**src/hdl/pfc_pkg.sv**
```systemverilog
// Shared types, constants, microcode program and arithmetic helpers of the PLL frequency codec.
`timescale 1ns / 1ps

package pfc_pkg;

  // Field widths of the items.
  localparam int FreqW = 11;
  localparam int WordW = 32;
  localparam int FoutW = 12;

  // Crystal and divider constants.
  localparam int XtalMhz    = 12;
  localparam int DnSpan     = 256;
  localparam int XLimit     = DnSpan * XtalMhz;
  localparam int MaxDm      = 8;
  localparam int RangeBase  = 800;
  localparam int RangeStep  = 300;
  localparam int SysDivBit  = 32;
  localparam int MinClock   = 800;
  localparam int MaxClock   = 1999;
  localparam int RecipShift = 16;

  // The range term below the base frequency wraps around 2^32 before the divide.
  localparam longint unsigned WordSpan = 64'd1 << 32;
  localparam int WrapByte = int'((WordSpan / RangeStep) % 256);
  localparam int WrapRem  = int'(WordSpan % RangeStep);

  // Datapath operations driven by the microcode.
  typedef enum logic [3:0] {
    OP_NOP,
    OP_INIT,
    OP_DIV_X,
    OP_REM,
    OP_DIV_F,
    OP_PACK,
    OP_LD_DEC,
    OP_SET_F,
    OP_DONE
  } op_e;

  // Jump conditions.
  typedef enum logic [2:0] {
    C_NEVER,
    C_ALWAYS,
    C_DECODE,
    C_BAD,
    C_X_OVER,
    C_LOOP_ON
  } cond_e;

  localparam int PcW = 4;
  typedef logic [PcW-1:0] pc_t;

  // Program addresses.
  localparam pc_t PcStart  = 4'd0;
  localparam pc_t PcChk    = 4'd1;
  localparam pc_t PcPack   = 4'd2;
  localparam pc_t PcLoop   = 4'd3;
  localparam pc_t PcRem    = 4'd4;
  localparam pc_t PcDivF   = 4'd5;
  localparam pc_t PcWord   = 4'd6;
  localparam pc_t PcDec    = 4'd7;
  localparam pc_t PcDecDiv = 4'd8;
  localparam pc_t PcSetF   = 4'd9;
  localparam pc_t PcDone   = 4'd10;
  localparam pc_t PcLast   = PcDone;

  typedef struct packed {
    op_e   op;
    cond_e cond;
    pc_t   target;
  } uword_t;

  typedef struct packed {
    logic decode;
    logic bad;
    logic x_over;
    logic loop_on;
  } status_t;

  typedef struct packed {
    logic [WordW-1:0] pll_config;
    logic [FoutW-1:0] freq_out;
    logic             range_error;
  } result_t;

  // Control store: one control word per step.
  function automatic uword_t ucode(input pc_t pc);
    uword_t w;
    w = '{op: OP_DONE, cond: C_NEVER, target: PcDone};
    unique case (pc)
      PcStart:  w = '{op: OP_NOP,    cond: C_DECODE,  target: PcDec};
      PcChk:    w = '{op: OP_NOP,    cond: C_BAD,     target: PcDone};
      PcPack:   w = '{op: OP_INIT,   cond: C_NEVER,   target: PcPack};
      PcLoop:   w = '{op: OP_DIV_X,  cond: C_X_OVER,  target: PcDivF};
      PcRem:    w = '{op: OP_REM,    cond: C_LOOP_ON, target: PcLoop};
      PcDivF:   w = '{op: OP_DIV_F,  cond: C_NEVER,   target: PcDivF};
      PcWord:   w = '{op: OP_PACK,   cond: C_ALWAYS,  target: PcDone};
      PcDec:    w = '{op: OP_LD_DEC, cond: C_NEVER,   target: PcDec};
      PcDecDiv: w = '{op: OP_DIV_F,  cond: C_NEVER,   target: PcDecDiv};
      PcSetF:   w = '{op: OP_SET_F,  cond: C_ALWAYS,  target: PcPack};
      PcDone:   w = '{op: OP_DONE,   cond: C_NEVER,   target: PcDone};
      default:  w = '{op: OP_DONE,   cond: C_NEVER,   target: PcDone};
    endcase
    return w;
  endfunction

  // ceil(2^16 / d); exact floor division for 12-bit dividends and d up to 16.
  function automatic logic [16:0] recip(input logic [4:0] d);
    logic [16:0] m;
    unique case (d)
      5'd1:    m = 17'd65536;
      5'd2:    m = 17'd32768;
      5'd3:    m = 17'd21846;
      5'd4:    m = 17'd16384;
      5'd5:    m = 17'd13108;
      5'd6:    m = 17'd10923;
      5'd7:    m = 17'd9363;
      5'd8:    m = 17'd8192;
      5'd9:    m = 17'd7282;
      5'd10:   m = 17'd6554;
      5'd11:   m = 17'd5958;
      5'd12:   m = 17'd5462;
      5'd13:   m = 17'd5042;
      5'd14:   m = 17'd4682;
      5'd15:   m = 17'd4370;
      5'd16:   m = 17'd4096;
      default: m = 17'd0;
    endcase
    return m;
  endfunction

  // Range code: (f - 800) / 300 taken modulo 2^32, low byte.
  function automatic logic [7:0] range_code(input logic [FoutW-1:0] f);
    logic [2:0]       k_up;
    logic [1:0]       k_dn;
    logic [FoutW-1:0] gap;
    logic [7:0]       code;
    k_up = '0;
    k_dn = '0;
    gap  = FoutW'(RangeBase) - f;
    for (int k = 1; k <= 7; k++) begin
      if (f >= FoutW'(RangeBase + k * RangeStep)) begin
        k_up = k_up + 3'd1;
      end
    end
    for (int j = 0; j < 3; j++) begin
      if (gap > FoutW'(WrapRem + j * RangeStep)) begin
        k_dn = k_dn + 2'd1;
      end
    end
    if (f >= FoutW'(RangeBase)) begin
      code = {5'd0, k_up};
    end else begin
      code = 8'(WrapByte) - {6'd0, k_dn};
    end
    return code;
  endfunction

endpackage

```
**src/hdl/pfc_in_if.sv**
```systemverilog
// Input channel of the PLL frequency codec: handshake and request fields.
`timescale 1ns / 1ps

interface pfc_in_if;
  logic        valid;
  logic        ready;
  logic        action;
  logic [10:0] freq_mhz;
  logic [31:0] pll_word;

  modport source (output valid, action, freq_mhz, pll_word, input ready);
  modport sink (input valid, action, freq_mhz, pll_word, output ready);
endinterface

```
**src/hdl/pfc_out_if.sv**
```systemverilog
// Output channel of the PLL frequency codec: handshake and result fields.
`timescale 1ns / 1ps

interface pfc_out_if;
  logic        valid;
  logic        ready;
  logic [31:0] pll_config;
  logic [11:0] freq_out;
  logic        range_error;

  modport source (output valid, pll_config, freq_out, range_error, input ready);
  modport sink (input valid, pll_config, freq_out, range_error, output ready);
endinterface

```
**src/hdl/pfc_recip_div.sv**
```systemverilog
// Small-divisor divider: multiply by a tabled reciprocal, registered quotient.
`timescale 1ns / 1ps

module pfc_recip_div import pfc_pkg::*; (
  input  logic             clk_i,
  input  logic             en_i,
  input  logic [FoutW-1:0] num_i,
  input  logic [4:0]       den_i,
  output logic [FoutW-1:0] quo_o
);

  localparam int ProdW = FoutW + 17;

  logic [ProdW-1:0] prod;
  logic [FoutW-1:0] quo_q;

  assign prod  = {17'd0, num_i} * {{FoutW{1'b0}}, recip(den_i)};
  assign quo_o = quo_q;

  always_ff @(posedge clk_i) begin
    if (en_i) begin
      quo_q <= prod[RecipShift +: FoutW];
    end
  end

endmodule

```
**src/hdl/pfc_datapath.sv**
```systemverilog
// Datapath of the PLL frequency codec: working registers, divider and word packing.
`timescale 1ns / 1ps

module pfc_datapath import pfc_pkg::*; (
  input  logic             clk_i,
  input  logic             load_i,
  input  logic             action_i,
  input  logic [FreqW-1:0] freq_mhz_i,
  input  logic [WordW-1:0] pll_word_i,
  input  op_e              op_i,
  output status_t          status_o,
  output result_t          result_o
);

  logic             act_q;
  logic             bad_q;
  logic [WordW-1:0] word_q;
  logic [FoutW-1:0] f_q;
  logic [12:0]      x_q;
  logic [3:0]       t_q;
  logic [3:0]       best_q;
  logic [4:0]       dm_q;
  logic [8:0]       dn_q;
  logic [WordW-1:0] pack_q;
  logic [FoutW-1:0] f2_q;

  logic             div_en;
  logic [FoutW-1:0] div_num;
  logic [4:0]       div_den;
  logic [FoutW-1:0] quo;
  logic [FoutW-1:0] dn_x12;
  logic [FoutW-1:0] quo_x12;
  logic [FoutW-1:0] rem_full;
  logic [3:0]       rem;
  logic             take;

  // dn*12 and q*12 as shift-adds.
  assign dn_x12  = {dn_q, 3'b000} + {1'b0, dn_q, 2'b00};
  assign quo_x12 = {quo[8:0], 3'b000} + {quo[9:0], 2'b00};

  assign div_en  = (op_i == OP_DIV_X) || (op_i == OP_DIV_F);
  assign div_num = (op_i == OP_DIV_F) ? dn_x12 : x_q[FoutW-1:0];
  assign div_den = (op_i == OP_DIV_F) ? dm_q : 5'(XtalMhz);

  pfc_recip_div u_div (
    .clk_i (clk_i),
    .en_i  (div_en),
    .num_i (div_num),
    .den_i (div_den),
    .quo_o (quo)
  );

  // Remainder of the current trial product by the crystal frequency.
  assign rem_full = x_q[FoutW-1:0] - quo_x12;
  assign rem      = rem_full[3:0];
  assign take     = (rem <= best_q);

  assign status_o.decode  = act_q;
  assign status_o.bad     = bad_q;
  assign status_o.x_over  = (x_q > 13'(XLimit));
  assign status_o.loop_on = (rem != 4'd0) && (t_q < 4'(MaxDm));

  always_ff @(posedge clk_i) begin
    if (load_i) begin
      act_q  <= action_i;
      bad_q  <= (freq_mhz_i < FreqW'(MinClock)) || (freq_mhz_i > FreqW'(MaxClock));
      word_q <= pll_word_i;
      f_q    <= {1'b0, freq_mhz_i};
    end
    unique case (op_i)
      OP_INIT: begin
        x_q    <= {1'b0, f_q};
        t_q    <= 4'd1;
        best_q <= 4'(XtalMhz);
        dm_q   <= 5'd1;
      end
      OP_REM: begin
        if (take) begin
          best_q <= rem;
          dm_q   <= {1'b0, t_q};
          dn_q   <= quo[8:0];
        end
        x_q <= x_q + {1'b0, f_q};
        t_q <= t_q + 4'd1;
      end
      OP_LD_DEC: begin
        dn_q <= {1'b0, word_q[7:0]} + 9'd1;
        dm_q <= {1'b0, word_q[11:8]} + 5'd1;
      end
      OP_SET_F: begin
        f_q <= quo;
      end
      OP_PACK: begin
        pack_q <= {8'd0, range_code(quo) | 8'(SysDivBit), 8'(dm_q - 5'd1), 8'(dn_q - 9'd1)};
        f2_q   <= quo;
      end
      default: begin
      end
    endcase
  end

  always_comb begin
    result_o = '0;
    if (!act_q) begin
      if (bad_q) begin
        result_o.range_error = 1'b1;
      end else begin
        result_o.pll_config = pack_q;
        result_o.freq_out   = f2_q;
      end
    end else if (pack_q == word_q) begin
      result_o.freq_out = f_q;
    end
  end

endmodule

```
**src/hdl/pfc_sequencer.sv**
```systemverilog
// Microcode sequencer of the PLL frequency codec: step counter, control store and jumps.
`timescale 1ns / 1ps

module pfc_sequencer import pfc_pkg::*; (
  input  logic    clk_i,
  input  logic    rst_ni,
  input  logic    start_i,
  input  logic    out_free_i,
  input  status_t status_i,
  output op_e     op_o,
  output logic    busy_o,
  output logic    done_o
);

  pc_t    pc_q, pc_d;
  logic   busy_q, busy_d;
  uword_t uw;
  logic   jump;

  assign uw     = ucode(pc_q);
  assign busy_o = busy_q;

  always_comb begin
    unique case (uw.cond)
      C_NEVER:   jump = 1'b0;
      C_ALWAYS:  jump = 1'b1;
      C_DECODE:  jump = status_i.decode;
      C_BAD:     jump = status_i.bad;
      C_X_OVER:  jump = status_i.x_over;
      C_LOOP_ON: jump = status_i.loop_on;
      default:   jump = 1'b0;
    endcase
  end

  always_comb begin
    pc_d   = pc_q;
    busy_d = busy_q;
    op_o   = OP_NOP;
    done_o = 1'b0;
    if (!busy_q) begin
      if (start_i) begin
        pc_d   = PcStart;
        busy_d = 1'b1;
      end
    end else if (uw.op == OP_DONE) begin
      // Hold here until the output register can take the result.
      if (out_free_i) begin
        done_o = 1'b1;
        busy_d = 1'b0;
      end
    end else begin
      op_o = uw.op;
      pc_d = jump ? uw.target : pc_q + pc_t'(1);
    end
  end

  always_ff @(posedge clk_i or negedge rst_ni) begin
    if (!rst_ni) begin
      pc_q   <= PcStart;
      busy_q <= 1'b0;
    end else begin
      pc_q   <= pc_d;
      busy_q <= busy_d;
    end
  end

  a_start_idle: assert property (@(posedge clk_i) disable iff (!rst_ni)
    start_i |-> !busy_q)
    else $error("item started while the sequencer is busy");

  a_pc_bound: assert property (@(posedge clk_i) disable iff (!rst_ni)
    busy_q |-> (pc_q <= PcLast))
    else $error("step counter left the program");

  a_only_done_ends: assert property (@(posedge clk_i) disable iff (!rst_ni)
    (busy_q && (uw.op != OP_DONE)) |=> busy_q)
    else $error("sequencer went idle outside the final step");

endmodule

```
**src/hdl/pll_frequency_codec.sv**
```systemverilog
// Top level of the PLL frequency codec: handshakes, sequencer, datapath and output register.
`timescale 1ns / 1ps

// Converts between a clock frequency in MHz and a 32-bit PLL configuration word for a
// 12 MHz crystal. With action 0 the block encodes freq_mhz (valid 800 to 1999): it tries
// the feedback divider dm from 1 to 8, keeps the one with the smallest remainder of
// freq*dm mod 12 (ties go to the larger dm), and returns the packed word together with
// the frequency it actually achieves; a request outside 800 to 1999 returns zeros and
// range_error. With action 1 the block decodes pll_word and returns the frequency only
// if re-encoding it gives back the same word, and 0 otherwise. Items are handled one at
// a time by a small microprogram. Each divider trial is a divide step followed by a
// remainder-and-compare step on the shared reciprocal multiplier. The search stops
// once freq*dm passes 3072, and an in-range encode never needs more than three
// trials; an out-of-range encode skips the search. The input is ready again in the
// cycle after the result is loaded. A new item is taken as soon as the previous
// result sits in the output register, even if the sink has not taken it yet; while
// that register is full and the sink stalls, the sequencer waits at its final step.
module pll_frequency_codec import pfc_pkg::*; (
  input  logic  clk_i,
  input  logic  rst_ni,
  pfc_in_if.sink    in_i,
  pfc_out_if.source out_o
);

  logic    accept;
  logic    busy;
  logic    done;
  logic    out_free;
  op_e     op;
  status_t status;
  result_t result;

  logic    out_valid_q, out_valid_d;
  result_t res_q;

  assign in_i.ready = !busy;
  assign accept     = in_i.valid && in_i.ready;

  // The output register is free when empty or being drained this cycle.
  assign out_free = !out_valid_q || out_o.ready;

  pfc_sequencer u_seq (
    .clk_i      (clk_i),
    .rst_ni     (rst_ni),
    .start_i    (accept),
    .out_free_i (out_free),
    .status_i   (status),
    .op_o       (op),
    .busy_o     (busy),
    .done_o     (done)
  );

  pfc_datapath u_dp (
    .clk_i      (clk_i),
    .load_i     (accept),
    .action_i   (in_i.action),
    .freq_mhz_i (in_i.freq_mhz),
    .pll_word_i (in_i.pll_word),
    .op_i       (op),
    .status_o   (status),
    .result_o   (result)
  );

  always_comb begin
    out_valid_d = out_valid_q;
    if (done) begin
      out_valid_d = 1'b1;
    end else if (out_o.ready) begin
      out_valid_d = 1'b0;
    end
  end

  always_ff @(posedge clk_i or negedge rst_ni) begin
    if (!rst_ni) begin
      out_valid_q <= 1'b0;
    end else begin
      out_valid_q <= out_valid_d;
    end
  end

  always_ff @(posedge clk_i) begin
    if (done) begin
      res_q <= result;
    end
  end

  assign out_o.valid       = out_valid_q;
  assign out_o.pll_config  = res_q.pll_config;
  assign out_o.freq_out    = res_q.freq_out;
  assign out_o.range_error = res_q.range_error;

endmodule

```
**src/flat_wrapper.sv**
```systemverilog
// flat-port wrapper written by rule: the top's interface ports become plain ports
module pll_frequency_codec_flat import pfc_pkg::*;
  (clk_i, rst_ni, in_i_valid, in_i_action, in_i_freq_mhz, in_i_pll_word, in_i_ready, out_o_valid, out_o_pll_config, out_o_freq_out, out_o_range_error, out_o_ready);
  pfc_in_if in_i_i ();
  pfc_out_if out_o_i ();
  input  logic clk_i;
  input  logic rst_ni;
  input wire logic [$bits(in_i_i.valid)-1:0] in_i_valid;
  input wire logic [$bits(in_i_i.action)-1:0] in_i_action;
  input wire logic [$bits(in_i_i.freq_mhz)-1:0] in_i_freq_mhz;
  input wire logic [$bits(in_i_i.pll_word)-1:0] in_i_pll_word;
  output wire logic [$bits(in_i_i.ready)-1:0] in_i_ready;
  output wire logic [$bits(out_o_i.valid)-1:0] out_o_valid;
  output wire logic [$bits(out_o_i.pll_config)-1:0] out_o_pll_config;
  output wire logic [$bits(out_o_i.freq_out)-1:0] out_o_freq_out;
  output wire logic [$bits(out_o_i.range_error)-1:0] out_o_range_error;
  input wire logic [$bits(out_o_i.ready)-1:0] out_o_ready;
  assign in_i_i.valid = in_i_valid;
  assign in_i_i.action = in_i_action;
  assign in_i_i.freq_mhz = in_i_freq_mhz;
  assign in_i_i.pll_word = in_i_pll_word;
  assign in_i_ready = in_i_i.ready;
  assign out_o_valid = out_o_i.valid;
  assign out_o_pll_config = out_o_i.pll_config;
  assign out_o_freq_out = out_o_i.freq_out;
  assign out_o_range_error = out_o_i.range_error;
  assign out_o_i.ready = out_o_ready;
  pll_frequency_codec u_core (.clk_i(clk_i), .rst_ni(rst_ni), .in_i(in_i_i), .out_o(out_o_i));
endmodule
```
**config.mk**
```make
export PLATFORM = sky130hd
export DESIGN_NAME = pll_frequency_codec_flat
export DESIGN_NICKNAME = d
export VERILOG_FILES = /design/src/hdl/pfc_pkg.sv /design/src/hdl/pfc_in_if.sv /design/src/hdl/pfc_out_if.sv /design/src/hdl/pfc_recip_div.sv /design/src/hdl/pfc_datapath.sv /design/src/hdl/pfc_sequencer.sv /design/src/hdl/pll_frequency_codec.sv /design/src/flat_wrapper.sv
export SDC_FILE = /design/constraint.sdc
export NUM_CORES = 1
export LEC_CHECK = 0
export ABC_AREA = 1
export BUFFER_PORTS_ARGS = -buffer_cell sky130_fd_sc_hd__buf_2
export CAP_MARGIN = 25
export CORE_MARGIN = 8
export CORE_UTILIZATION = 40
export DETAILED_ROUTE_END_ITERATION = 6
export PLACE_DENSITY = 0.55
export SLEW_MARGIN = 5
export SYNTH_ARGS = -nofsm -noshare
export SYNTH_HDL_FRONTEND = slang
export SYNTH_SLANG_ARGS = --single-unit
```
**constraint.sdc**
```tcl
create_clock -name clk_i -period 7.2 [get_ports clk_i]
set_clock_uncertainty 0.15 [all_clocks]
set_input_delay 0.36 -clock clk_i [delete_from_list [all_inputs] [get_ports clk_i]]
set_output_delay 0.36 -clock clk_i [all_outputs]
set_load 0.01 [all_outputs]
```
=== Word-level counts from Yosys, hierarchy flattened ===
Memories as Yosys holds them, arrays and structs flattened.
Index checks and enable logic that the tools add are counted.

* Output and inout bits: 47
* ROM bits: 720
* Register bits: 168
* Memories: 2

* Equality and inequality tests: 16
* $add $sub $neg: 20
* $mul: 1
* Magnitude comparators: 16
* Muxes and demuxes: 52
* Reductions and logical operators: 19

{| class="wikitable"
|+ Memory list
! memory !! words !! bits a word !! rd ports !! clocked after memory_dff !! write ports !! line !! text
|-
| (no name shown) || 32 || 17 || 1 || 0 || 0 || pfc_pkg.sv:111 || <nowiki>unique case (d)</nowiki>
|-
| (no name shown) || 16 || 11 || 1 || 0 || 0 || pfc_pkg.sv:91 || <nowiki>unique case (pc)</nowiki>
|}

{| class="wikitable"
|+ Operator list
! operator !! number
|-
| 12-bit 2-to-1 mux || 6
|-
| 12-bit by 11-bit greater-or-equal comparator with 1-bit output (second input constant) || 4
|-
| 3-bit 2-to-1 mux || 13
|-
| 12-bit greater-or-equal comparator (second input constant) || 3
|-
| 24-bit by 32-bit equality test with 1-bit output || 1
|-
| 12-bit by 17-bit multiplier with 28-bit output || 1
|-
| 4-bit 2-to-1 mux || 7
|-
| 13-bit one-hot mux with 2 select lines || 1
|-
| 3-bit by 1-bit adder with 3-bit output (second input constant) || 6
|-
| 9-bit one-hot mux with 2 select lines || 1
|-
| 4-bit by 3-bit equality test with 1-bit output (second input constant) || 4
|-
| 4-bit one-hot mux with 2 select lines || 2
|-
| 5-bit one-hot mux with 3 select lines || 1
|-
| 13-bit by 12-bit adder with 13-bit output || 1
|-
| 13-bit by 12-bit greater-than comparator with 1-bit output (second input constant) || 1
|-
| 12-bit by 11-bit adder with 12-bit output || 1
|-
| 12-bit by 10-bit greater-or-equal comparator with 1-bit output (second input constant) || 1
|-
| 12-bit by 10-bit greater-than comparator with 1-bit output (second input constant) || 1
|-
| 12-bit by 8-bit greater-than comparator with 1-bit output (second input constant) || 1
|-
| 12-bit by 9-bit greater-than comparator with 1-bit output (second input constant) || 1
|-
| 1-bit 2-to-1 mux || 12
|-
| 10-bit by 12-bit subtractor with 12-bit output (first input constant) || 1
|-
| 11-bit greater-than comparator (second input constant) || 1
|-
| 11-bit by 10-bit less-than comparator with 1-bit output (second input constant) || 1
|-
| 30 further kinds || 52
|}

=== Depth between registers and ports, before layout ===
Gate-level depths: netlist (run 1).
An unclocked memory read counts as a cell.

* Word-level depth: 24
* Depth in mapped cells: 40
* Mapped depth without buffers: 39

=== Modules after synthesis ===
A second synthesis (run 1) with hierarchy kept.

* Cells, all modules: 1915
* Area total of the unflattened synthesis: 16509.6 sq um

{| class="wikitable"
|+ By module, submodules not included
! module !! area each (sq um) !! instances !! sequential area each (sq um) !! cells each
|-
| pfc_datapath || 7313.3 || 1 || 3333.2 || 848
|-
| pfc_recip_div || 7008.0 || 1 || 360.3 || 907
|-
| pll_frequency_codec || 1407.6 || 1 || 1376.3 || 53
|-
| pfc_sequencer || 780.7 || 1 || 125.1 || 107
|}

=== Least setup slack after synthesis (run 1) ===
No wires, ideal clock.

* Path kind: reg2reg
* Start point: reg u_core.u_seq.pc_q[1]
* End point: reg u_core.u_dp.u_div.quo_q[6], in the netlist u_core.u_dp.u_div.quo_o[6] (data pin)
* Clock period less this slack: 7.012 ns
* Cell stages (with the launch flop): 30
* Required time: 6.785 ns
* Arrival time: 6.597 ns
* Path buffers: 0
* Path slack: 0.188 ns
* Library setup time: 0.265 ns
* Cell sequence: dfrtp_1 -> inv_1 -> ha_1 -> nor2_1 -> nor2_1 -> nor3_4 -> nand3_4 -> inv_2 -> nand2_1 -> ha_1 -> or2_2 -> o21ai_1 -> nand2_1 -> nand2_2 -> nor2_1 -> fa_1 -> fa_1 -> fa_1 -> fa_1 -> inv_1 -> fa_1 -> inv_1 -> ha_1 -> a21oi_1 -> inv_1 -> o21ai_0 -> o211ai_1 -> a31oi_1 -> o21ai_0 -> xor2_1

* Longest elaborated chain between the ends: 8
* Elaborated cells between the ends (all ways): 9
* Classes of those cells: mul (1); eq/ne (2); mux (4); memory (2)

{| class="wikitable"
|+ Ends and longest elaborated chain
! what !! line !! text
|-
| start, declared || pfc_sequencer.sv:15 || <nowiki>pc_t pc_q, pc_d;</nowiki>
|-
| start signal, assigned || pfc_sequencer.sv:59 || <nowiki>pc_q <= PcStart;</nowiki>
|-
| start signal, assigned || pfc_sequencer.sv:62 || <nowiki>pc_q <= pc_d;</nowiki>
|-
| memory read 16 x 11 bit * || -- ||
|-
| 4-bit equality test || pfc_sequencer.sv:45 || <nowiki>end else if (uw.op == OP_DONE) begin</nowiki>
|-
| 4-bit 2-to-1 mux * || pfc_sequencer.sv:45 ||
|-
| 4-bit 2-to-1 mux * || pfc_sequencer.sv:40 || <nowiki>if (!busy_q) begin</nowiki>
|-
| 4-bit by 3-bit equality test with 1-bit output * || pfc_datapath.sv:42, pfc_datapath.sv:43 ||
|-
| 5-bit 2-to-1 mux || pfc_datapath.sv:43 || <nowiki>assign div_den = (op_i == OP_DIV_F) ? dm_q : 5'(XtalMhz);</nowiki>
|-
| memory read 32 x 17 bit || -- ||
|-
| 12-bit by 17-bit multiplier with 28-bit output * || pfc_recip_div.sv:17 || <nowiki>assign prod = {17'd0, num_i} * {{FoutW{1'b0}}, recip(den_i)};</nowiki>
|-
| net u_core.u_dp.u_div.prod[22] || pfc_recip_div.sv:14 || <nowiki>logic [ProdW-1:0] prod;</nowiki>
|-
| end signal, assigned || pfc_recip_div.sv:22 || <nowiki>quo_q <= prod[RecipShift +: FoutW];</nowiki>
|-
| end, declared || pfc_recip_div.sv:15 || <nowiki>logic [FoutW-1:0] quo_q;</nowiki>
|}

Mark *: on every way through the listed nets, which the timed path passes. The rest lies on a longest branch.
A chain may end at the register's enable or synchronous reset.

=== Final worst setup path (run 1) ===
* Start point: reg u_core.u_seq.pc_q[1]
* End point: reg u_core.u_dp.u_div.quo_q[9], in the netlist u_core.u_dp.u_div.quo_o[9] (data pin)

Same word-level chain as after synthesis.

==> results.tsv, run 1 <==
metric	value	unit
Vias/cell	5.044	
global-route wire length before repair	69.00	mm
antenna viol nets, final	0	
row cnt	72	
#FFs+latches synth	161	
period utilisation layout	0.9621	
TritonRoute pass-1 iters	7	
CTS tree	yes	
violated checks	DRC	
DRT iter0 DRCs	1156	
ranking of synthesized cells by area	edfxtp_1 30%, fa_1 19%, ha_1 9.6%	
vias	12962	
fin crit period	6.927	ns
Tightest Pin Transition	0.7728	ns
fin. max-slew vios	0	
DRC Markers	2	
Syn Area/Cell	8.661	um^2
Setup crit end kind	flop	
Die Span Y	214.5	um
WP data arrival	6.95	ns
setup tns final	0	ns
Critical Path Max Stage Delay	0.55	ns
cell count after synthesis	1820	
largest net degree at the start of global routing	37	
ys async rst share	0.03727	
fraction of layout cells with a size suffix above 1	0.1633	
Ports	95	
die width	214.5	um
core area	0.03874	mm^2
cell accounting for the most synthesized area	edfxtp_1	
Bufs and invs on worst path	6	
grt total ovfl	0	
Critical Path RT	7.22	ns
CTS buffer count	17	
Crit Path Category	flop to flop	
Peak Freq	144.4	MHz
Skew-Pair Late Insertion Delay	0.43	ns
top cells by count, synth	387 x nand2_1, 335 x inv_1, 155 x edfxtp_1, 151 x nor2_1, 150 x fa_1	
most numerous cell in the Yosys netlist	nand2_1	
dpl ws	-0.02817	ns
Min Hold Slack	0.06075	ns
Total Routing Usage GR	0.1869	
vias in the first global route	12903	
Final Net Count	2358	
mapped cell area	0.01576	mm^2
Initial Util	0.4069	
maxcap violations	0	
share of the synthesized area in the top cell type	0.2953	
WL/cell	16.94	um
PnR worst setup slack	0.2730	ns
Routed Wire Length	43.54	mm
top_reg_cell synth	edfxtp_1	
die area	0.04602	mm^2
outcome	finished with violations	
critical path peak fanout	6	
delay-heaviest family, CP	adder cells	
htree depth	4	
Reg clk slew, reported paths	0.07	ns
hpwl dp	35.05	mm
Syn-to-layout area delta	18.74	%
slowest CP cell	fa_1	
CTS Buffer Depth	2	
Placed Cells incl. Taps	2489	
register area share after synthesis	0.3048	
gp weighted congestion	0.9433	
Port Buffer Count	83	
initial antenna violation count	0	
worst min-delay path class	input port to flop	
Crit path top cell by count	fa_1	
Hold Vio Cnt, Final	0	
Sink Count	161	
antenna fix cells	0	
Synth cell types	58	
number of synthesized flops with an enable pin	155	
CP Launch Type	flop	
Root Driver	clkbuf_16	
final setup fails	0	
YS warnings	0	
Rel. slew slack	0.4835	
final cell count without fillers	2570	
layout make-up:
cell class              instances  area, um^2
clock buffers                  18       429.2
clock inverters                14       170.2
fillers                      3773       20020
inverters                     349        1315
multi-input cells            1278        9677
flip-flops and latches        161        4806
well taps                     518       648.1
repair buffers                231        1665
repair inverters                1       7.507
per-stage QoR:
step / cell area [um^2] / util
after floorplan: 15840 / -
after global placement: 17430 / 0.4500
after detailed placement: 17430 / 0.4500
after CTS: 18370 / 0.4743
after global routing: 18720 / 0.4832
final: 18720 / 0.4832
cell families after synthesis:
logic type	Yosys count	share of synthesized area
other cells	2	0.0004764
buf+inv	400	0.1005
xor+xnor	59	0.03278
simple gates	729	0.2029
fa+ha+maj	271	0.2865
compound gates	198	0.07207
flops	161	0.3048
worst register-to-register path, delay by kind of cell, from the launching register on:
family | cells | cell delay (ns)
compound gates | 5 | 0.62
simple gates | 11 | 1.30
xor+xnor | 1 | 0.15
buf+inv | 6 | 0.71
flops | 1 | 0.39
fa+ha+maj | 8 | 3.34
layer usage:
metal / share of wire / track usage / wire length (um) / up-vias
li1: - / - / - / 6227
met1: 0.44 / 0.2514 / 19060 / 6288
met2: 0.48 / 0.3131 / 20970 / 383
met3: 0.056 / 0.02341 / 2431 / 64
met4: 0.025 / 0.05370 / 1081 / 0
met5: 0 / 0 / 0 / -
path summary, 6_finish.rpt:
path,startpoint,end,slack (ns),cells after the start
setup / recovery,u_core.u_seq.pc_q[1],u_core.u_dp.u_div.quo_o[9],0.27,31
hold / removal,out_o_ready,u_core.out_o.valid,0.06,4
setup reg to reg,u_core.u_seq.pc_q[1],u_core.u_dp.u_div.quo_o[9],0.27,31
hold reg to reg,u_core.out_o.valid,u_core.out_o.valid,0.36,2
max in group asynchronous,rst_ni,u_core.u_seq.pc_q[0],6.57,2
min in group asynchronous,rst_ni,u_core.u_seq.busy_o,0.17,2
state kept, by name (all words and copies together) (netlist names):
register,cells
u_core.out_o.freq_out,12
u_core.out_o.pll_config,19
u_core.out_o.range_error,1
u_core.out_o.valid,1
u_core.u_dp.act_q,1
u_core.u_dp.bad_q,1
u_core.u_dp.best_q,4
u_core.u_dp.dm_q,5
u_core.u_dp.dn_q,9
u_core.u_dp.f2_q,12
u_core.u_dp.f_q,12
u_core.u_dp.pack_q,18
u_core.u_dp.t_q,4
u_core.u_dp.u_div.quo_o,12
u_core.u_dp.word_q,32
u_core.u_dp.x_q,13
u_core.u_seq.busy_o,1
u_core.u_seq.pc_q,4
placed cells by master (no fill, tap or decap), types with 8 or more instances in the layout:
cell / n
or2_2: 13
xor2_1: 41
fa_1: 149
o21ai_2: 8
nor2_1: 144
buf_4: 109
nand4_1: 30
a21oi_1: 45
clkbuf_16: 17
nand3_1: 82
inv_1: 330
conb_1: 21
inv_2: 16
dlygate4sd3_1: 34
edfxtp_1: 155
ha_1: 115
buf_2: 83
xnor2_1: 18
nand2_2: 18
nor4_1: 9
o21ai_1: 11
nor3_1: 18
o21ai_0: 81
nand2_1: 374
timing repair:
| action | in CTS | in global routing |
|---|---|---|
| hold buffers | 34 | 0 |
| setup buffers | 0 | 12 |
| pin swaps | 0 | 16 |
| resized for setup | 4 | 63 |
| hold endpoints to repair | 39 | 0 |
| cloned | 0 | 2 |
| setup endpoints to repair | 6 | 12 |
Power of run 1 is not shown: default switching activity piles up to over one toggle a cycle in this logic, so the estimate is an artifact.
==> run 2: changes to the inputs <==
--- a/config.mk
+++ b/config.mk
@@ -7,11 +7,11 @@
 export LEC_CHECK = 0
 export ABC_AREA = 1
 export BUFFER_PORTS_ARGS = -buffer_cell sky130_fd_sc_hd__buf_2
-export CAP_MARGIN = 25
+export CAP_MARGIN = 10
 export CORE_MARGIN = 8
-export CORE_UTILIZATION = 40
+export CORE_UTILIZATION = 50
 export DETAILED_ROUTE_END_ITERATION = 6
-export PLACE_DENSITY = 0.55
+export PLACE_DENSITY = 0.67
 export SLEW_MARGIN = 5
 export SYNTH_ARGS = -nofsm -noshare
 export SYNTH_HDL_FRONTEND = slang
==> run 2 against run 1 <==
Effect of this change:
- design area shrank 2.5%
- setup slack lost 0.056 ns
- sequential share of layout area grew 0.64 points
- flip-flop and latch count is the same
- largest cell class unchanged
- count of clock-buffer cells in the layout is the same
- core utilization grew 10 points
- highest routed layer unchanged
- register-to-register slack lost 0.06 ns
- via count grew 0.83%
- routed wire length shrank 3.4%
- cell count shrank 5.7%
- non-clock buffer count shrank 30
- the run now ends clean
==> results.tsv, run 2 (synthesized netlist as in run 1, its figures left out) <==
metric	value	unit	change
outcome	complete, no violations		
DRT iter0 DRCs	1018		-12%
Peak Freq	143.2	MHz	-0.80%
Die Span Y	193.6	um	-9.8%
vias in the first global route	13028		+0.97%
Critical Path Max Stage Delay	0.55	ns	about the same
antenna fix cells	0		unchanged
Reg clk slew, reported paths	0.07	ns	about the same
Final Net Count	2327		-1.3%
fillers	2760		-27%
max reg flops	32		unchanged
htree depth	4		unchanged
Rel. slew slack	0.3261		-0.1574
CP Launch Type	flop		
Tightest Pin Transition	1.008	ns	+0.2356 ns
Routed Wire Length	42.07	mm	-3.4%
maxcap violations	0		unchanged
row cnt	65		-9.7%
Port Buffer Count	83		unchanged
gp weighted congestion	0.9684		+2.7%
final setup fails	0		unchanged
slowest CP cell	fa_1		
TritonRoute pass-1 iters	5		-2
fin. max-slew vios	0		unchanged
Root Driver	clkbuf_16		
grt total ovfl	0		unchanged
commonest non-fill, non-tap cell in the layout	nand2_1		
most flop-heavy register	u_core.u_dp.word_q		
Setup crit end kind	flop		
die width	193.6	um	-9.8%
CTS Buffer Depth	2		unchanged
Sink Count	161		unchanged
critical path peak fanout	6		unchanged
die area	0.03747	mm^2	-19%
initial antenna violation count	0		unchanged
hpwl dp	33.37	mm	-4.8%
fin crit period	6.983	ns	+0.05595 ns
antenna viol nets, final	0		unchanged
CTS tree	yes		
global-route wire length before repair	67.46	mm	-2.2%
Skew-Pair Late Insertion Delay	0.44	ns	about the same
Crit path top cell by count	nand2_1		
Initial Util	0.5035		+0.09651
Total Routing Usage GR	0.2237		+0.03682
dpl ws	-0.02855	ns	-0.0003859 ns
worst min-delay path class	input port to flop		
WL/cell	17.36	um	+2.5%
CTS buffer count	17		unchanged
Ports	95		unchanged
DRC Markers	0		-2
largest net degree at the start of global routing	37		unchanged
WP data arrival	7.02	ns	+0.07 ns
fraction of layout cells with a size suffix above 1	0.1514		-0.01185
Crit Path Category	flop to flop		
Hold Vio Cnt, Final	0		unchanged
PnR worst setup slack	0.2170	ns	-0.05595 ns
Vias/cell	5.394		+6.9%
Syn-to-layout area delta	15.83	%	
commonest non-fill, non-tap cells in the layout	379 x nand2_1, 331 x inv_1, 155 x edfxtp_1		
core area	0.03131	mm^2	-19%
Critical Path RT	7.24	ns	+0.02 ns
period utilisation layout	0.9699		+0.007771
vias	13069		+0.83%
## run 2: repair_timing
item | CTS | global route
setup buffers | 2 | 6
gates cloned | 0 | 0
pin swaps | 0 | 23
setup endpoints to repair | 1 | 11
hold buffers | 34 | 0
hold endpoints to repair | 39 | 0
resized for setup | 0 | 61
## run 2: cell type report
cell class              count  area [um^2]  share of cell area
well taps                 402        503.0             0.02755
multi-input cells        1278         9661              0.5291
flip-flops and latches    161         4805              0.2631
repair buffers            201         1403             0.07682
clock inverters            14        146.4            0.008018
inverters                 349         1313             0.07188
clock buffers              18        429.2             0.02350
## run 2: worst paths after layout
check,startpoint,endpoint,slack [ns],depth (start not counted)
max in group asynchronous,rst_ni,u_core.u_seq.pc_q[3],6.63,2
min reg2reg,u_core.u_dp.u_div.quo_o[1],u_core.u_dp.f2_q[1],0.32,0
min in group asynchronous,rst_ni,u_core.u_seq.busy_o,0.12,2
min,out_o_ready,u_core.out_o.valid,0.05,4
max reg2reg,u_core.u_seq.pc_q[0],u_core.u_dp.u_div.quo_o[11],0.22,33
max,u_core.u_seq.pc_q[0],u_core.u_dp.u_div.quo_o[11],0.22,33
## run 2: stage by stage
stage,setup TNS [ns],cell area (um^2),hold slack (ns),instances,util
floorplan,0,15840,-0.08559,1839,-
global placement,0,17070,0.04588,2349,0.5452
detailed placement,-0.02855,17070,0.04276,2349,0.5452
CTS,0,18000,0.04684,2417,0.5749
global route,-0.2212,18260,0.08649,2423,0.5831
finish,0,18260,0.05345,2423,0.5831
## run 2: routing by layer
metal  part of all wire  wire (um)  GRT usage  vias up
met2               0.47      19820     0.3659      498
met4              0.035       1464    0.09350        0
li1                   -          -          -     6174
met5                  0          0          0        -
met1               0.42      17750     0.2888     6306
met3              0.072       3028    0.04235       91
## run 2: worst max-delay path, delay by kind of cell (launching register included)
family                   cells  cell delay, ns
adder cells (fa/ha/maj)      8            3.21
AND/OR/NAND/NOR             15            1.81
buffers and inverters        7            0.62
AO/OA/AOI/OAI                3            0.52
flip-flops                   1            0.42
Power of run 2 is left out for the same reason.
==> run 3: changes to the inputs <==
--- a/config.mk
+++ b/config.mk
@@ -9,9 +9,9 @@
 export BUFFER_PORTS_ARGS = -buffer_cell sky130_fd_sc_hd__buf_2
 export CAP_MARGIN = 10
 export CORE_MARGIN = 8
-export CORE_UTILIZATION = 50
+export CORE_UTILIZATION = 40
 export DETAILED_ROUTE_END_ITERATION = 6
-export PLACE_DENSITY = 0.67
+export PLACE_DENSITY = 0.55
 export SLEW_MARGIN = 5
 export SYNTH_ARGS = -nofsm -noshare
 export SYNTH_HDL_FRONTEND = slang
==> run 3 against run 2 <==
Effect of this change:
- core utilization shrank 10 points
- count of clock-buffer cells in the layout did not move
- largest cell class unchanged
- cell count rose by 6.0%
- critical path depth decreased by 2
- setup slack better by 0.060 ns
- register-to-register slack better by 0.06 ns
- routed wire length up 3.4%
- sequential share of layout area down 0.61 points
- flip-flop and latch count is the same
==> results.tsv, run 3 (synthesized netlist as in run 1, its figures left out) <==
metric	value	unit	change
fraction of layout cells with a size suffix above 1	0.1628		+0.01144
TritonRoute pass-1 iters	6		+1
worst min-delay path class	input port to flop		
Critical Path RT	7.23	ns	about the same
met1 WL	19.04	mm	+7.2%
Final Util	0.4827		-0.1005
hpwl dp	35.05	mm	+5.0%
Hold Vio Cnt, Final	0		unchanged
Reg-to-Reg Start	u_core.u_seq.pc_q[1]		
period utilisation layout	0.9616		-0.008275
Ports	95		unchanged
commonest non-fill, non-tap cell in the layout	nand2_1		
row cnt	72		+11%
Die Span Y	214.5	um	+11%
outcome	complete, no violations		
Rel. slew slack	0.3219		-0.004230
CP Launch Type	flop		
die width	214.5	um	+11%
most flop-heavy register	u_core.u_dp.word_q		
CTS Buffer Depth	2		unchanged
max reg flops	32		unchanged
Reg clk slew, reported paths	0.06	ns	about the same
met2 WL post-DR	20.94	mm	+5.6%
Initial Util	0.4069		-0.09651
htree depth	4		unchanged
antenna viol nets, final	0		unchanged
Critical Path Max Stage Delay	0.55	ns	about the same
Reg-to-Reg End	u_core.u_dp.u_div.quo_o[9]		
Syn-to-layout area delta	18.61	%	
CP startpoint	u_core.u_seq.pc_q[1]		
dpl ws	-0.02817	ns	+0.0003859 ns
WL/cell	16.93	um	-2.5%
Total Routing Usage GR	0.1869		-0.03682
Port Buffer Count	83		unchanged
global-route wire length before repair	69.00	mm	+2.3%
maxcap violations	0		unchanged
DRC Markers	0		unchanged
largest net degree at the start of global routing	37		unchanged
initial antenna violation count	0		unchanged
Peak Freq	144.4	MHz	+0.86%
WP data arrival	6.95	ns	-0.07 ns
slowest CP cell	fa_1		
Final Net Count	2357		+1.3%
grt total ovfl	0		unchanged
PnR worst setup slack	0.2766	ns	+0.05958 ns
Setup crit end kind	flop		
CTS tree	yes		
die area	0.04602	mm^2	+23%
Crit path top cell by count	fa_1		
Routed Wire Length	43.48	mm	+3.4%
vias	12957		-0.86%
critical path peak fanout	6		unchanged
core area	0.03874	mm^2	+24%
fin crit period	6.923	ns	-0.05958 ns
gp weighted congestion	0.9433		-2.6%
Vias/cell	5.044		-6.5%
worst setup path end	u_core.u_dp.u_div.quo_o[9]		
final setup fails	0		unchanged
commonest non-fill, non-tap cells in the layout	374 x nand2_1, 330 x inv_1, 155 x edfxtp_1		
Root Driver	clkbuf_16		
DRT iter0 DRCs	1155		+13%
met3 WL	2.419	mm	-20%
final instance area	0.01870	mm^2	+2.4%
Sink Count	161		unchanged
Tightest Pin Transition	1.015	ns	+0.006330 ns
antenna fix cells	0		unchanged
Skew-Pair Late Insertion Delay	0.44	ns	about the same
R2R Setup Slk	0.28	ns	+0.06 ns
fin. max-slew vios	0		unchanged
placed cell area	0.01743	mm^2	+2.1%
FF-to-FF path depth	31		-6.1%
vias in the first global route	12903		-0.96%
Crit Path Category	flop to flop		
Top Layer Used	met4		
CTS buffer count	17		unchanged
## run 3: changes by cell type in the layout (fill, tap and decap cells not counted), moves of 4 or more
cell	change
nor2_2	-5
nand2_1	-5
nand2_2	+4
buf_4	+27
## run 3: what timing repair did
item                                    4_1_cts  5_1_grt
endpoints found under the setup margin        6       12
hold buffers                                 34        0
endpoints found under the hold margin        39        0
gates cloned                                  0        2
resized for setup                             4       63
pin swaps                                     0       16
setup buffers                                 0       12
## run 3: how the worst min path moves through the flow
stage,from,to,slack (ns),cells after the start
finish,out_o_ready,u_core.out_o.valid,0.06,4
floorplan,rst_ni,u_core.out_o.valid,-0.09,0
CTS,out_o_ready,u_core.out_o.valid,0.06,4
global route,in_i_freq_mhz[9],u_core.u_dp.f_q[9],0.09,3
detailed placement,rst_ni,u_core.out_o.valid,0.05,1
global placement,rst_ni,u_core.u_seq.pc_q[3],0.05,1
## run 3: metrics by stage
step	hold slack, ns	TNS [ns]	std cells
2_1_floorplan	-0.08559	0	1839
3_3_place_gp	0.05334	0	2489
3_5_place_dp	0.05367	-0.05211	2489
4_1_cts	0.05871	0	2555
5_1_grt	0.08752	-0.06099	2569
6_report	0.05978	0	2569
## run 3: per-layer routing
metal / track usage / vias to the layer above
met5: 0 / -
met4: 0.05370 / 0
met3: 0.02341 / 66
met2: 0.3131 / 381
met1: 0.2514 / 6281
li1: - / 6229
## run 3: worst max-delay path, delay by kind of cell (launching register included)
family	cells	cell delay [ns]
AO/OA/AOI/OAI	5	0.62
XOR/XNOR	1	0.15
adder cells (fa/ha/maj)	8	3.33
buffers and inverters	6	0.71
flip-flops	1	0.39
AND/OR/NAND/NOR	11	1.29
## run 3: area by class of cell
class,instances,area (um^2)
Timing Repair inverter,1,7.507
Sequential cell,161,4806
Multi-Input combinational cell,1278,9677
Clock inverter,14,170.2
Timing Repair Buffer,230,1645
Tap cell,518,648.1
Fill cell,3773,20040
Inverter,349,1315
Clock buffer,18,429.2
Power of run 3 is left out for the same reason.
